--- src/hw/rtl/ssa_pkg.sv ---
// ssa_pkg: shared types and codes for the swap slot allocator
// used by ssa_ffz and swap_slot_allocator_core; depends on nothing
`timescale 1ns / 1ps

package ssa_pkg;

   // bitmap word geometry
   localparam int WORD_W = 32;
   localparam int BIT_W  = 5;

   // request operation codes
   localparam logic [1:0] OP_ALLOC = 2'd0;
   localparam logic [1:0] OP_READ  = 2'd1;
   localparam logic [1:0] OP_FREE  = 2'd2;

   // result status codes
   localparam logic [1:0] STATUS_OK       = 2'd0;
   localparam logic [1:0] STATUS_FULL     = 2'd1;
   localparam logic [1:0] STATUS_NOT_USED = 2'd2;
   localparam logic [1:0] STATUS_RANGE    = 2'd3;

   // outcome of a lowest-free-bit search over one bitmap word
   typedef struct packed {
      logic             found;
      logic [BIT_W-1:0] bit_idx;
   } find_type;

endpackage

--- src/hw/rtl/ssa_ram.sv ---
// ssa_ram: generic single-write, single-read memory with registered read data
// no dependencies
`timescale 1ns / 1ps

module ssa_ram #(
   parameter int WIDTH = 32,
   parameter int DEPTH = 32
) (
   input  logic                                   clock,
   input  logic                                   wr_en,
   input  logic [(DEPTH > 1 ? $clog2(DEPTH) : 1)-1:0] wr_addr,
   input  logic [WIDTH-1:0]                       wr_data,
   input  logic [(DEPTH > 1 ? $clog2(DEPTH) : 1)-1:0] rd_addr,
   output logic [WIDTH-1:0]                       rd_data
);

   logic [WIDTH-1:0] mem [DEPTH];

   // write port
   always_ff @(posedge clock) begin
      if (wr_en) begin
         mem[wr_addr] <= wr_data;
      end
   end

   // registered read port
   always_ff @(posedge clock) begin
      rd_data <= mem[rd_addr];
   end

endmodule

--- src/hw/rtl/ssa_ffz.sv ---
// ssa_ffz: lowest free bit below a limit within one bitmap word
// depends on ssa_pkg
`timescale 1ns / 1ps

module ssa_ffz (
   input  logic [ssa_pkg::WORD_W-1:0] word,
   input  logic [ssa_pkg::BIT_W:0]    lim,
   output ssa_pkg::find_type          res
);

   // priority search, lowest candidate wins
   always_comb begin
      res.found   = 1'b0;
      res.bit_idx = '0;
      for (int b = ssa_pkg::WORD_W - 1; b >= 0; b--) begin
         if (!word[b] && ((ssa_pkg::BIT_W + 1)'(b) < lim)) begin
            res.found   = 1'b1;
            res.bit_idx = ssa_pkg::BIT_W'(b);
         end
      end
   end

endmodule

--- src/hw/rtl/swap_slot_allocator_core.sv ---
// swap_slot_allocator_core: first-fit swap slot allocator over a used-bitmap memory
// depends on ssa_pkg, ssa_ram, ssa_ffz
//
//   channel | direction | handshake            | payload
//   req     | in        | req_tvalid/tready    | tuser operation, tdata slot_index
//   rsp     | out       | rsp_tvalid/tready    | tdata slot_number+sector_address,
//           |           |                      | tuser status, tlast last
//   csr     | in        | csr_valid/csr_ready  | csr_data slot_count
//
// One request at a time. Allocate: accept, read 32-slot bitmap words in turn
// until a free bit turns up (up to ceil(count/32) words), multiply, then
// SECTORS_PER_SLOT results. Read-in: accept, bitmap read, multiply, then the run.
// Free and not-in-use results pass through CHECK to EMIT, out-of-range and
// zero-count allocate results go straight to EMIT; a full scan goes to EMIT from
// its last word. Each result waits while the result register is held by rsp_tready.
// After reset a clearing pass writes every bitmap word with req_tready low. The
// result register lets the next request in while the final result of the previous
// one waits on rsp_tready.
`timescale 1ns / 1ps

module swap_slot_allocator_core #(
   parameter int MAX_SLOTS        = 1024,
   parameter int SECTORS_PER_SLOT = 8
) (
   input  logic        clock,
   input  logic        reset,
   // request stream
   input  logic        req_tvalid,
   output logic        req_tready,
   input  logic [15:0] req_tdata,   // [9:0] slot_index, rest zero
   input  logic [1:0]  req_tuser,   // [1:0] operation
   // result stream
   output logic        rsp_tvalid,
   input  logic        rsp_tready,
   output logic [23:0] rsp_tdata,   // [9:0] slot_number, [22:10] sector_address, rest zero
   output logic [1:0]  rsp_tuser,   // [1:0] status
   output logic        rsp_tlast,
   // slot count register
   input  logic        csr_valid,
   output logic        csr_ready,
   input  logic [10:0] csr_data
);

   localparam int WORDS = (MAX_SLOTS + ssa_pkg::WORD_W - 1) / ssa_pkg::WORD_W;
   localparam int AW    = (WORDS > 1) ? $clog2(WORDS) : 1;
   localparam int SW    = $clog2(MAX_SLOTS);
   localparam int CNT_W = $clog2(MAX_SLOTS + 1);
   localparam int OFF_W = (SECTORS_PER_SLOT > 1) ? $clog2(SECTORS_PER_SLOT) : 1;
   localparam logic [AW-1:0]    LAST_WORD = AW'(WORDS - 1);
   localparam logic [OFF_W-1:0] LAST_OFF  = OFF_W'(SECTORS_PER_SLOT - 1);

   // state codes
   localparam logic [2:0] S_CLEAR = 3'd0;
   localparam logic [2:0] S_IDLE  = 3'd1;
   localparam logic [2:0] S_SCAN  = 3'd2;
   localparam logic [2:0] S_CHECK = 3'd3;
   localparam logic [2:0] S_MULT  = 3'd4;
   localparam logic [2:0] S_EMIT  = 3'd5;

   logic [2:0]                  state_ff, state_in;
   logic [10:0]                 count_ff;
   logic [AW-1:0]               wrd_ff, wrd_in;
   logic [1:0]                  op_ff, op_in;
   logic [9:0]                  idx_ff, idx_in;
   logic [SW-1:0]               slot_ff, slot_in;
   logic [9:0]                  num_ff, num_in;
   logic [12:0]                 sec_ff, sec_in;
   logic [1:0]                  stat_ff, stat_in;
   logic                        single_ff, single_in;
   logic [OFF_W-1:0]            off_ff, off_in;

   logic                        rsp_valid_ff, rsp_valid_in;
   logic [9:0]                  rsp_num_ff, rsp_num_in;
   logic [12:0]                 rsp_sec_ff, rsp_sec_in;
   logic [1:0]                  rsp_stat_ff, rsp_stat_in;
   logic                        rsp_last_ff, rsp_last_in;

   logic                        wr_en;
   logic [AW-1:0]               wr_addr;
   logic [ssa_pkg::WORD_W-1:0]  wr_data;
   logic [AW-1:0]               rd_addr;
   logic [ssa_pkg::WORD_W-1:0]  rd_data;

   logic [CNT_W-1:0]            eff_cnt;
   logic [31:0]                 word_base;
   logic [31:0]                 remain;
   logic [ssa_pkg::BIT_W:0]     lim;
   ssa_pkg::find_type           fz;
   logic                        req_fire;
   logic                        out_free;
   logic                        run_last;
   logic [ssa_pkg::BIT_W-1:0]   idx_bit;

   // bitmap memory
   ssa_ram #(
      .WIDTH (ssa_pkg::WORD_W),
      .DEPTH (WORDS)
   ) u_map (
      .clock   (clock),
      .wr_en   (wr_en),
      .wr_addr (wr_addr),
      .wr_data (wr_data),
      .rd_addr (rd_addr),
      .rd_data (rd_data)
   );

   // free-bit search on the word just read
   ssa_ffz u_ffz (
      .word (rd_data),
      .lim  (lim),
      .res  (fz)
   );

   // effective slot count, saturated to the map size
   always_comb begin
      if (32'(count_ff) > 32'(MAX_SLOTS)) begin
         eff_cnt = CNT_W'(MAX_SLOTS);
      end else begin
         eff_cnt = CNT_W'(count_ff);
      end
   end

   // usable bits in the current scan word
   assign word_base = 32'(wrd_ff) << ssa_pkg::BIT_W;
   assign remain    = 32'(eff_cnt) - word_base;
   assign lim       = (remain >= 32'(ssa_pkg::WORD_W)) ?
                      (ssa_pkg::BIT_W + 1)'(ssa_pkg::WORD_W) : remain[ssa_pkg::BIT_W:0];

   assign idx_bit    = idx_ff[ssa_pkg::BIT_W-1:0];
   assign req_tready = (state_ff == S_IDLE);
   assign req_fire   = req_tvalid && req_tready;
   assign out_free   = !rsp_valid_ff || rsp_tready;
   assign run_last   = single_ff || (off_ff == LAST_OFF);
   assign csr_ready  = 1'b1;

   // control and memory sequencing
   always_comb begin
      state_in     = state_ff;
      wrd_in       = wrd_ff;
      op_in        = op_ff;
      idx_in       = idx_ff;
      slot_in      = slot_ff;
      num_in       = num_ff;
      sec_in       = sec_ff;
      stat_in      = stat_ff;
      single_in    = single_ff;
      off_in       = off_ff;
      rsp_valid_in = rsp_valid_ff && !rsp_tready;
      rsp_num_in   = rsp_num_ff;
      rsp_sec_in   = rsp_sec_ff;
      rsp_stat_in  = rsp_stat_ff;
      rsp_last_in  = rsp_last_ff;
      wr_en        = 1'b0;
      wr_addr      = wrd_ff;
      wr_data      = '0;
      rd_addr      = wrd_ff;

      unique case (state_ff)
         S_CLEAR: begin
            wr_en  = 1'b1;
            wrd_in = wrd_ff + AW'(1);
            if (wrd_ff == LAST_WORD) begin
               wrd_in   = '0;
               state_in = S_IDLE;
            end
         end
         S_IDLE: begin
            if (req_fire) begin
               op_in     = req_tuser;
               idx_in    = req_tdata[9:0];
               slot_in   = SW'(32'(req_tdata[9:0]));
               num_in    = req_tdata[9:0];
               sec_in    = '0;
               single_in = 1'b1;
               if (req_tuser == ssa_pkg::OP_ALLOC) begin
                  if (eff_cnt == '0) begin
                     num_in   = '0;
                     stat_in  = ssa_pkg::STATUS_FULL;
                     state_in = S_EMIT;
                  end else begin
                     wrd_in   = '0;
                     rd_addr  = '0;
                     state_in = S_SCAN;
                  end
               end else if (req_tuser == ssa_pkg::OP_READ ||
                            req_tuser == ssa_pkg::OP_FREE) begin
                  if (32'(req_tdata[9:0]) >= 32'(eff_cnt)) begin
                     stat_in  = ssa_pkg::STATUS_RANGE;
                     state_in = S_EMIT;
                  end else begin
                     wrd_in   = AW'(32'(req_tdata[9:0]) >> ssa_pkg::BIT_W);
                     rd_addr  = AW'(32'(req_tdata[9:0]) >> ssa_pkg::BIT_W);
                     state_in = S_CHECK;
                  end
               end
            end
         end
         S_SCAN: begin
            if (fz.found) begin
               wr_en    = 1'b1;
               wr_data  = rd_data | (ssa_pkg::WORD_W'(1) << fz.bit_idx);
               slot_in  = SW'(word_base | 32'(fz.bit_idx));
               num_in   = 10'(word_base | 32'(fz.bit_idx));
               state_in = S_MULT;
            end else if (word_base + 32'(ssa_pkg::WORD_W) >= 32'(eff_cnt)) begin
               num_in   = '0;
               stat_in  = ssa_pkg::STATUS_FULL;
               state_in = S_EMIT;
            end else begin
               wrd_in  = wrd_ff + AW'(1);
               rd_addr = wrd_ff + AW'(1);
            end
         end
         S_CHECK: begin
            wr_data = rd_data & ~(ssa_pkg::WORD_W'(1) << idx_bit);
            if (op_ff == ssa_pkg::OP_READ) begin
               if (!rd_data[idx_bit]) begin
                  stat_in  = ssa_pkg::STATUS_NOT_USED;
                  state_in = S_EMIT;
               end else begin
                  wr_en    = 1'b1;
                  state_in = S_MULT;
               end
            end else begin
               wr_en    = 1'b1;
               stat_in  = ssa_pkg::STATUS_OK;
               state_in = S_EMIT;
            end
         end
         S_MULT: begin
            sec_in    = 13'(32'(slot_ff) * 32'(SECTORS_PER_SLOT));
            stat_in   = ssa_pkg::STATUS_OK;
            single_in = 1'b0;
            off_in    = '0;
            state_in  = S_EMIT;
         end
         S_EMIT: begin
            if (out_free) begin
               rsp_valid_in = 1'b1;
               rsp_num_in   = num_ff;
               rsp_sec_in   = sec_ff;
               rsp_stat_in  = stat_ff;
               rsp_last_in  = run_last;
               sec_in       = sec_ff + 13'd1;
               off_in       = off_ff + OFF_W'(1);
               if (run_last) begin
                  state_in = S_IDLE;
               end
            end
         end
         default: begin
            state_in = S_IDLE;
         end
      endcase
   end

   // control registers
   always_ff @(posedge clock) begin
      if (reset) begin
         state_ff     <= S_CLEAR;
         wrd_ff       <= '0;
         count_ff     <= 11'd1024;
         rsp_valid_ff <= 1'b0;
      end else begin
         state_ff     <= state_in;
         wrd_ff       <= wrd_in;
         rsp_valid_ff <= rsp_valid_in;
         if (csr_valid && csr_ready) begin
            count_ff <= csr_data;
         end
      end
   end

   // payload registers
   always_ff @(posedge clock) begin
      op_ff       <= op_in;
      idx_ff      <= idx_in;
      slot_ff     <= slot_in;
      num_ff      <= num_in;
      sec_ff      <= sec_in;
      stat_ff     <= stat_in;
      single_ff   <= single_in;
      off_ff      <= off_in;
      rsp_num_ff  <= rsp_num_in;
      rsp_sec_ff  <= rsp_sec_in;
      rsp_stat_ff <= rsp_stat_in;
      rsp_last_ff <= rsp_last_in;
   end

   // result port
   assign rsp_tvalid = rsp_valid_ff;
   assign rsp_tdata  = {1'b0, rsp_sec_ff, rsp_num_ff};
   assign rsp_tuser  = rsp_stat_ff;
   assign rsp_tlast  = rsp_last_ff;

endmodule
--- config.mk ---
export PLATFORM = sky130hd
export DESIGN_NAME = swap_slot_allocator_core
export DESIGN_NICKNAME = d
export VERILOG_FILES = /design/src/hw/rtl/ssa_pkg.sv /design/src/hw/rtl/ssa_ram.sv /design/src/hw/rtl/ssa_ffz.sv /design/src/hw/rtl/swap_slot_allocator_core.sv
export SDC_FILE = /design/constraint.sdc
export NUM_CORES = 2
export LEC_CHECK = 0
export BUFFER_PORTS_ARGS = -buffer_cell sky130_fd_sc_hd__buf_2
export CAP_MARGIN = 10
export CORE_UTILIZATION = 40
export CTS_CLUSTER_DIAMETER = 40
export CTS_CLUSTER_SIZE = 14
export DETAILED_ROUTE_END_ITERATION = 10
export GPL_TIMING_DRIVEN = 0
export PLACE_DENSITY = 0.54
export SYNTH_ARGS = -nofsm -noshare
export SYNTH_HDL_FRONTEND = slang
export SYNTH_SLANG_ARGS = --single-unit
--- constraint.sdc ---
create_clock -name clock -period 5.95 [get_ports clock]
set_input_delay 0.595 -clock clock [delete_from_list [all_inputs] [get_ports clock]]
set_output_delay 0.595 -clock clock [all_outputs]
set_load 0.01 [all_outputs]
Word level (Yosys, flattened, before mapping)

Memories as Yosys holds them, arrays and structs flattened. A register that Yosys moved wholly into a read port is not among the register bits.
Cells that the tools add are included.

Flip-flop bits (word level): 92
Bits in writable memories: 1024
Bits of input ports: 34
Output and inout port bits: 30
Memories: 1

Memories:

| name      | depth | bits a word | rd ports | clocked after Yosys merged registers in | write ports | RTL line      | text |
|---|---|---|---|---|---|---|---|
| u_map.mem | 32    | 32          | 1        | 1                                       | 1           | ssa_ram.sv:17 | `logic [WIDTH-1:0] mem [DEPTH];` |

Add/sub/neg operators: 5
Magnitude comparators: 37
Equal/unequal tests: 22
Shifts and indexed selects: 2
Mux-type cells: 95
Bitwise gates (word level): 4
Reductions and logical operators: 89

Operators with widths:

| kind                                                               | number |
|---|---|
| 2-to-1 mux 6 bit                                                   | 33 |
| less-than comparator 5 x 6 -> 1 bit, first input constant          | 16 |
| 2-to-1 mux 10 bit                                                  | 7 |
| case mux 32 bit (2 select lines)                                   | 1 |
| left shift 1 x 5 -> 32 bit, first input constant                   | 2 |
| less-than comparator 4 x 6 -> 1 bit, first input constant          | 8 |
| 2-to-1 mux 5 bit                                                   | 8 |
| case mux 10 bit (2 select lines)                                   | 2 |
| case mux 13 bit (3 select lines)                                   | 1 |
| 2-to-1 mux 3 bit                                                   | 12 |
| logical AND 1 bit                                                  | 34 |
| zero test 1 bit                                                    | 34 |
| bitwise AND 32 bit                                                 | 1 |
| greater-or-equal comparator 32 x 6 -> 1 bit, second input constant | 1 |
| 2-to-1 mux 32 bit                                                  | 1 |
| inverter 32 bit                                                    | 1 |
| bitwise OR 32 bit                                                  | 1 |
| 2-to-1 mux 13 bit                                                  | 2 |
| less-than comparator 3 x 6 -> 1 bit, first input constant          | 4 |
| 2-to-1 mux 2 bit                                                   | 9 |
| case mux 3 bit (6 select lines)                                    | 1 |
| case mux 5 bit (3 select lines)                                    | 1 |
| adder 13 x 1 -> 13 bit, second input constant                      | 1 |
| less-than comparator 1 x 6 -> 1 bit, first input constant          | 2 |
| other kinds (40)                                                   | 71 |

Longest topological paths before layout

Word-level depth: 43
Mapped depth: 25

Hierarchy

Synthesis repeated with hierarchy kept, for this count alone.

Cell total of the unflattened synthesis: 3062
Area, all modules: 47400.5 sq um

By module, submodules not included:

| module                   | times used | cells each | area an instance (sq um) |
|---|---|---|---|
| ssa_ram                  | 1          | 2260       | 40492.6 |
| swap_slot_allocator_core | 1          | 625        | 5811.8 |
| ssa_ffz                  | 1          | 177        | 1096.1 |

Worst setup path after synthesis

Ideal clock, no wire load.

Kind: register -> register
Start point: register count_ff[10]
End point: memory u_map.mem[0][27] (data pin)
Arrival: 5628 ps
Path slack: -132 ps
Cell stages (with the launch flop): 20
Buffers on the path: 2
Clock period less this slack: 6082 ps
Path through: dfxtp_1 -> buf_2 -> clkinv_1 -> nand2_1 -> ha_1 -> inv_1 -> ha_1 -> and2_1 -> a221oi_1 -> o311ai_1 -> o211a_1 -> nor4_4 -> o211ai_1 -> a2111oi_4 -> nand4_2 -> buf_2 -> nand2b_1 -> nor4_1 -> nand2b_1 -> o21ai_0

Cells in the longest elaborated chain, start to end: 43
Elaborated cells on any way between the ends: 105
Classes of those cells: 1 x add/sub; 34 x order compare; 1 x shift; 36 x mux; 1 x bitwise; 32 x reduce/logical

Ends and longest elaborated chain:

| what                                        | RTL line                        | text |
|---|---|---|
| start: declaration                          | swap_slot_allocator_core.sv:61  | `logic [10:0] count_ff;` |
| start signal: assignment                    | swap_slot_allocator_core.sv:269 | `count_ff <= csr_data;` |
| greater-than comparator 11 bit              | swap_slot_allocator_core.sv:116 | `if (32'(count_ff) > 32'(MAX_SLOTS)) begin` |
| 2-to-1 mux 11 bit *                         | swap_slot_allocator_core.sv:116 |  |
| subtractor 11 x 10 -> 12 bit *              | swap_slot_allocator_core.sv:125 | `assign remain = 32'(eff_cnt) - word_base;` |
| greater-or-equal comparator 32 x 6 -> 1 bit | swap_slot_allocator_core.sv:126 | `assign lim = (remain >= 32'(ssa_pkg::WORD_W)) ?` |
| 2-to-1 mux 6 bit *                          | swap_slot_allocator_core.sv:126 |  |
| less-than comparator 5 x 6 -> 1 bit         | ssa_ffz.sv:16                   | `if (!word[b] && ((ssa_pkg::BIT_W + 1)'(b) < lim)) begin` |
| logical AND 1 bit                           | ssa_ffz.sv:16                   |  |
| 2-to-1 mux 6 bit (31 in series)             | ssa_ffz.sv:16                   |  |
| 2-to-1 mux 6 bit *                          | ssa_ffz.sv:16                   |  |
| left shift 1 x 5 -> 32 bit                  | swap_slot_allocator_core.sv:201 | `wr_data = rd_data \| (ssa_pkg::WORD_W'(1) << fz.bit_idx);` |
| bitwise OR 32 bit                           | swap_slot_allocator_core.sv:201 |  |
| 2-to-1 mux 32 bit *                         | swap_slot_allocator_core.sv:199 | `if (fz.found) begin` |
| case mux 32 bit (2 select lines) *          | swap_slot_allocator_core.sv:158 | `unique case (state_ff)` |
| net u_map.wr_data[27]                       | ssa_ram.sv:12                   | `input logic [WIDTH-1:0] wr_data,` |
| end: declaration                            | ssa_ram.sv:17                   |  |

Mark *: on every way through the listed nets, which the timed path passes. The rest lies on a longest branch.

Worst setup path in the final report

Start point: register count_ff[10]
End point: register u_map.rd_data[15] (read register of u_map.mem)

Cells in the longest elaborated chain, start to end: 41
Elaborated cells on any way between the ends: 112
Classes of those cells: 1 x add/sub; 36 x order compare; 42 x mux; 33 x reduce/logical

Ends and longest elaborated chain:

| what                                        | RTL line                        | text |
|---|---|---|
| greater-than comparator 11 bit              | swap_slot_allocator_core.sv:116 |  |
| 2-to-1 mux 11 bit *                         | swap_slot_allocator_core.sv:116 |  |
| subtractor 11 x 10 -> 12 bit                | swap_slot_allocator_core.sv:125 |  |
| greater-or-equal comparator 32 x 6 -> 1 bit | swap_slot_allocator_core.sv:126 |  |
| 2-to-1 mux 6 bit                            | swap_slot_allocator_core.sv:126 |  |
| less-than comparator 5 x 6 -> 1 bit         | ssa_ffz.sv:16                   |  |
| logical AND 1 bit                           | ssa_ffz.sv:16                   |  |
| 2-to-1 mux 6 bit (32 in series)             | ssa_ffz.sv:16                   |  |
| 2-to-1 mux 5 bit                            | -                               |  |
| case mux 5 bit (2 select lines) *           | swap_slot_allocator_core.sv:158 |  |
| end: declaration                            | ssa_ram.sv:14                   | `output logic [WIDTH-1:0] rd_data` |

Every way passes the cells marked *; elsewhere a longest branch is shown, timed or not.
A chain may end at the register's enable or synchronous reset.

==> results.sh <==
export IMPL_numPortBuffers=54
export IMPL_syn_area_sq_um=46800
export IMPL_ys_ff_latch=1148
export IMPL_rr_startpoint="count_ff[10]"
export IMPL_ys_warnings_count=0
export IMPL_syn_area_per_cell_sq_um=13.2
export IMPL_synth_simple_gate_area_frac=0.118
export IMPL_ys_seq_area_frac=0.725
export IMPL_finalCritPeriodShare=0.985
export IMPL_skew_ps=29.9
export IMPL_rr_worst_depth=22
export IMPL_dp_slack_ps=-2920
export IMPL_overflow=0
export IMPL_dr_pass1_iters=8
export IMPL_synth_compound_area_frac=0.0905
export IMPL_period_needed_ps=5860
export IMPL_drt_iter0_markers=3600
export IMPL_crit_chain="buf_4 > nor3b_4 > nor2_2 > ha_4 > and2_1 > a221oi_2 > o311ai_4 > o211a_4 > nor4_4 > buf_4 > o211ai_1 > a2111oi_4 > nand4_4 > nor3_4 > o221a_2 > buf_6 > buf_4 > clkbuf_4 > nand2_1 > a32oi_1 > nand4_1 > a31oi_4"
export IMPL_routedWlPerCell_um=26.5
export IMPL_start_util=0.403
export IMPL_seq_area_sq_um=34000
export IMPL_num_vias=31600
export IMPL_cp_common_cell="buf_4"
export IMPL_critical_path_class="register to register"
export IMPL_htreeDepth=4
export IMPL_holdPathStages=1
export IMPL_synthToLayoutAreaGrowth_pct=25.4
export IMPL_root_buffer="clkbuf_16"
export IMPL_coreArea_sq_um=116000
export IMPL_postCtsHoldBufs=0
export IMPL_worstPathRequired_ps=6600
export IMPL_synth_net_count=3602
export IMPL_r2r_end="u_map.rd_data[15]"
export IMPL_gp_congestion=0.926
export IMPL_layout_drive_gt1_share=0.207
export IMPL_hold_viol_final=0
export IMPL_cp_top_family="compound AO/OA/AOI/OAI gates"
export IMPL_worst_pin_slew_ps=998
export IMPL_irDropWorstVdd_uv=337
export IMPL_grt_max_degree=33
export IMPL_hp_class="primary input to register"
export IMPL_cp_num_buf_inv=5
export IMPL_drc=2
export IMPL_clk_latency_ps=750
export IMPL_antenna_found_initial=2
export IMPL_synth_edf_count=1096
export IMPL_die_y_um=344
export IMPL_min_delay_start="req_tuser[0]"
export IMPL_yosys_top_cells_area="edfxtp_1 (70%), nand2_1 (7.1%), mux2i_1 (3.0%), a21oi_1 (2.5%), a32oi_1 (2.5%)"
export IMPL_p_leak_nw=20.9
export IMPL_synth_xor_area_frac=0.00299
export IMPL_drv_cap=0
export IMPL_arrival_ps=6510
export IMPL_grt_pass1_wl_um=210000
export IMPL_cts_sinks=1148
export IMPL_yosys_mux_area_fraction=0.0350
export IMPL_ios=64
export IMPL_setup_viol=0
export IMPL_synth_async_reset_ratio=0
export IMPL_max_stage_delay_ps=500
export IMPL_cts_tree="yes"
export IMPL_worstPathMaxFanout=10
export IMPL_nNetsFinal=3966
export IMPL_n_fill_cell=9846
export IMPL_layout_setup_ws_ps=88.8
export IMPL_synth_area_leader_cell="edfxtp_1"
export IMPL_maxSlewHeadroom=0.332
export IMPL_cts_buffer_depth=3
export IMPL_fmaxAchievable_mhz=171
export IMPL_cts_buffers_inserted=148
export IMPL_synth_most_common_cell="edfxtp_1"
export IMPL_synth_top_area_frac=0.703
export IMPL_ys_types=75
export IMPL_p_per_area_nw_per_um2=487
export IMPL_whs_endpoint="op_ff[0]"
export IMPL_synth_adder_area_share=0.00775
export IMPL_slew_viol_final=0
export IMPL_outcome="complete, but fails checks"
export IMPL_start_kind="register"
export IMPL_die_x_um=344
export IMPL_grt_pass1_vias=30000
export IMPL_synthTopCellsByCount="edfxtp_1 (1,096), nand2_1 (884), a21oi_1 (236)"
export IMPL_dieArea_sq_um=118000
export IMPL_synth_top_family_by_area="simple AND/OR/NAND/NOR gates"
export IMPL_rrSetupSlack_ps=90
export IMPL_endpoint_kind="register"
export IMPL_violations="DRC"
export IMPL_multiInputGateArea_sq_um=13600
export IMPL_row_count=125
export IMPL_viasPerCell=5.69
export IMPL_place_hpwl_um=95600
export IMPL_ys_flop_type="edfxtp_1"
export IMPL_track_usage=0.247
export IMPL_clk_pin_slew_ps=60
export IMPL_final_util=0.506
export IMPL_drt_total_wl_um=147000
export IMPL_diodes=0
export IMPL_critical_path_slowest_cell="a2111oi_4"
export IMPL_netlist_instances=3539
export IMPL_ant_nets=0
==> worst max path at each step <==
stage                            start                 to  slack, ps  cells after the start
final                     count_ff[10]  u_map.rd_data[15]         90                     22
after global routing      count_ff[10]  u_map.rd_data[19]        -60                     25
after CTS                 count_ff[10]  u_map.mem[30][23]          8                     22
after detailed placement  count_ff[10]  u_map.rd_data[10]      -2920                     24
after global placement    count_ff[10]  u_map.mem[28][25]      -4070                     19
after floorplan           count_ff[10]   u_map.mem[0][27]       -130                     19
==> metrics by stage <==
stage	cells	setup TNS [ps]	total power [W]	cell area [sq um]	hold WS, ps
detailed placement	5179	-1757220	0.0180	50700	407
global route	5549	-2390	0.0296	58800	37.6
floorplan	3539	-32850	0.0145	46800	400
finish	5549	0	0.0286	58800	72.8
global placement	5117	-5829280	0.0177	49000	407
CTS	5522	0	0.0284	58200	26.2
==> routing by layer <==
metal  up-vias  track usage  share of wire
met5         -            0       0.000088
met1     15900        0.352           0.43
met3       226       0.0423          0.077
met2      1355        0.384           0.46
met4         2       0.0813          0.030
li1      14100            -              -
==> logic make-up after synthesis <==
| family | after synthesis |
|---|---|
| AND/OR/NAND/NOR | 1285 |
| flip-flops | 1148 |
| AO/OA/AOI/OAI | 658 |
| buffers and inverters | 250 |
| multiplexers | 151 |
| adder cells (fa/ha/maj) | 29 |
| XOR/XNOR | 16 |
| other | 2 |
==> layout by cell type, fill, tap and decap left out, types with 14 or more instances in the layout <==
cell type / synthesis / final
nand4_1: 35 / 35
clkbuf_1: 141 / 68
nor2_1: 98 / 60
dfxtp_1: 52 / 49
a31oi_1: 46 / 21
bufinv_16: 0 / 24
clkbuf_2: 0 / 43
a21oi_1: 236 / 230
a32oi_1: 132 / 115
nor3_1: 18 / 15
buf_8: 0 / 26
nor2_4: 0 / 33
edfxtp_1: 1096 / 1096
a31oi_4: 0 / 14
buf_1: 25 / 16
mux2i_1: 140 / 139
clkinv_2: 0 / 15
o21ai_4: 0 / 24
inv_1: 41 / 39
buf_12: 0 / 53
nor4_4: 1 / 18
nor4_2: 5 / 18
nand2b_1: 16 / 14
a32oi_2: 0 / 16
clkbuf_16: 0 / 155
nand2_1: 884 / 876
o21ai_2: 1 / 18
ha_1: 29 / 26
buf_4: 2 / 91
nand3_1: 120 / 114
buf_6: 0 / 26
clkbuf_4: 0 / 16
a211oi_1: 35 / 32
o21ai_0: 124 / 87
buf_2: 39 / 66
inv_6: 0 / 17
==> state kept, by name, indices dropped and copies added (netlist names) <==
signal         cells
count_ff          11
idx_ff             5
num_ff            10
off_ff             3
op_ff              2
rsp_num_ff        10
rsp_sec_ff        13
rsp_tlast          1
rsp_tuser          2
rsp_tvalid         1
sec_ff            13
single_ff          1
slot_ff           10
stat_ff            2
state_ff           3
u_map.mem       1024
u_map.rd_data     32
wr_addr            5
==> cell type report <==
| cell class | instances | share of cell area |
|---|---|---|
| flip-flops and latches | 1148 | 0.578 |
| multi-input cells | 2145 | 0.231 |
| clock buffers | 165 | 0.0657 |
| repair buffers | 211 | 0.0419 |
| well taps | 1524 | 0.0325 |
| plain buffers | 206 | 0.0237 |
| clock inverters | 107 | 0.0237 |
| inverters | 43 | 0.00298 |
==> report_power, final <==
part           switching, W  internal (W)  leakage (nW)
Combinational       0.00627       0.00281          7.56
Sequential         0.000346       0.00973          10.8
Clock               0.00363       0.00581          2.54
==> repair_timing <==
item | in CTS | in global routing
pin swaps | 60 | 32
gates cloned | 5 | 1
setup buffers | 67 | 27
gates resized for setup | 361 | 112
setup endpoints to repair | 2082 | 1499
No activity file was read; power rests on OpenSTA's default activity.
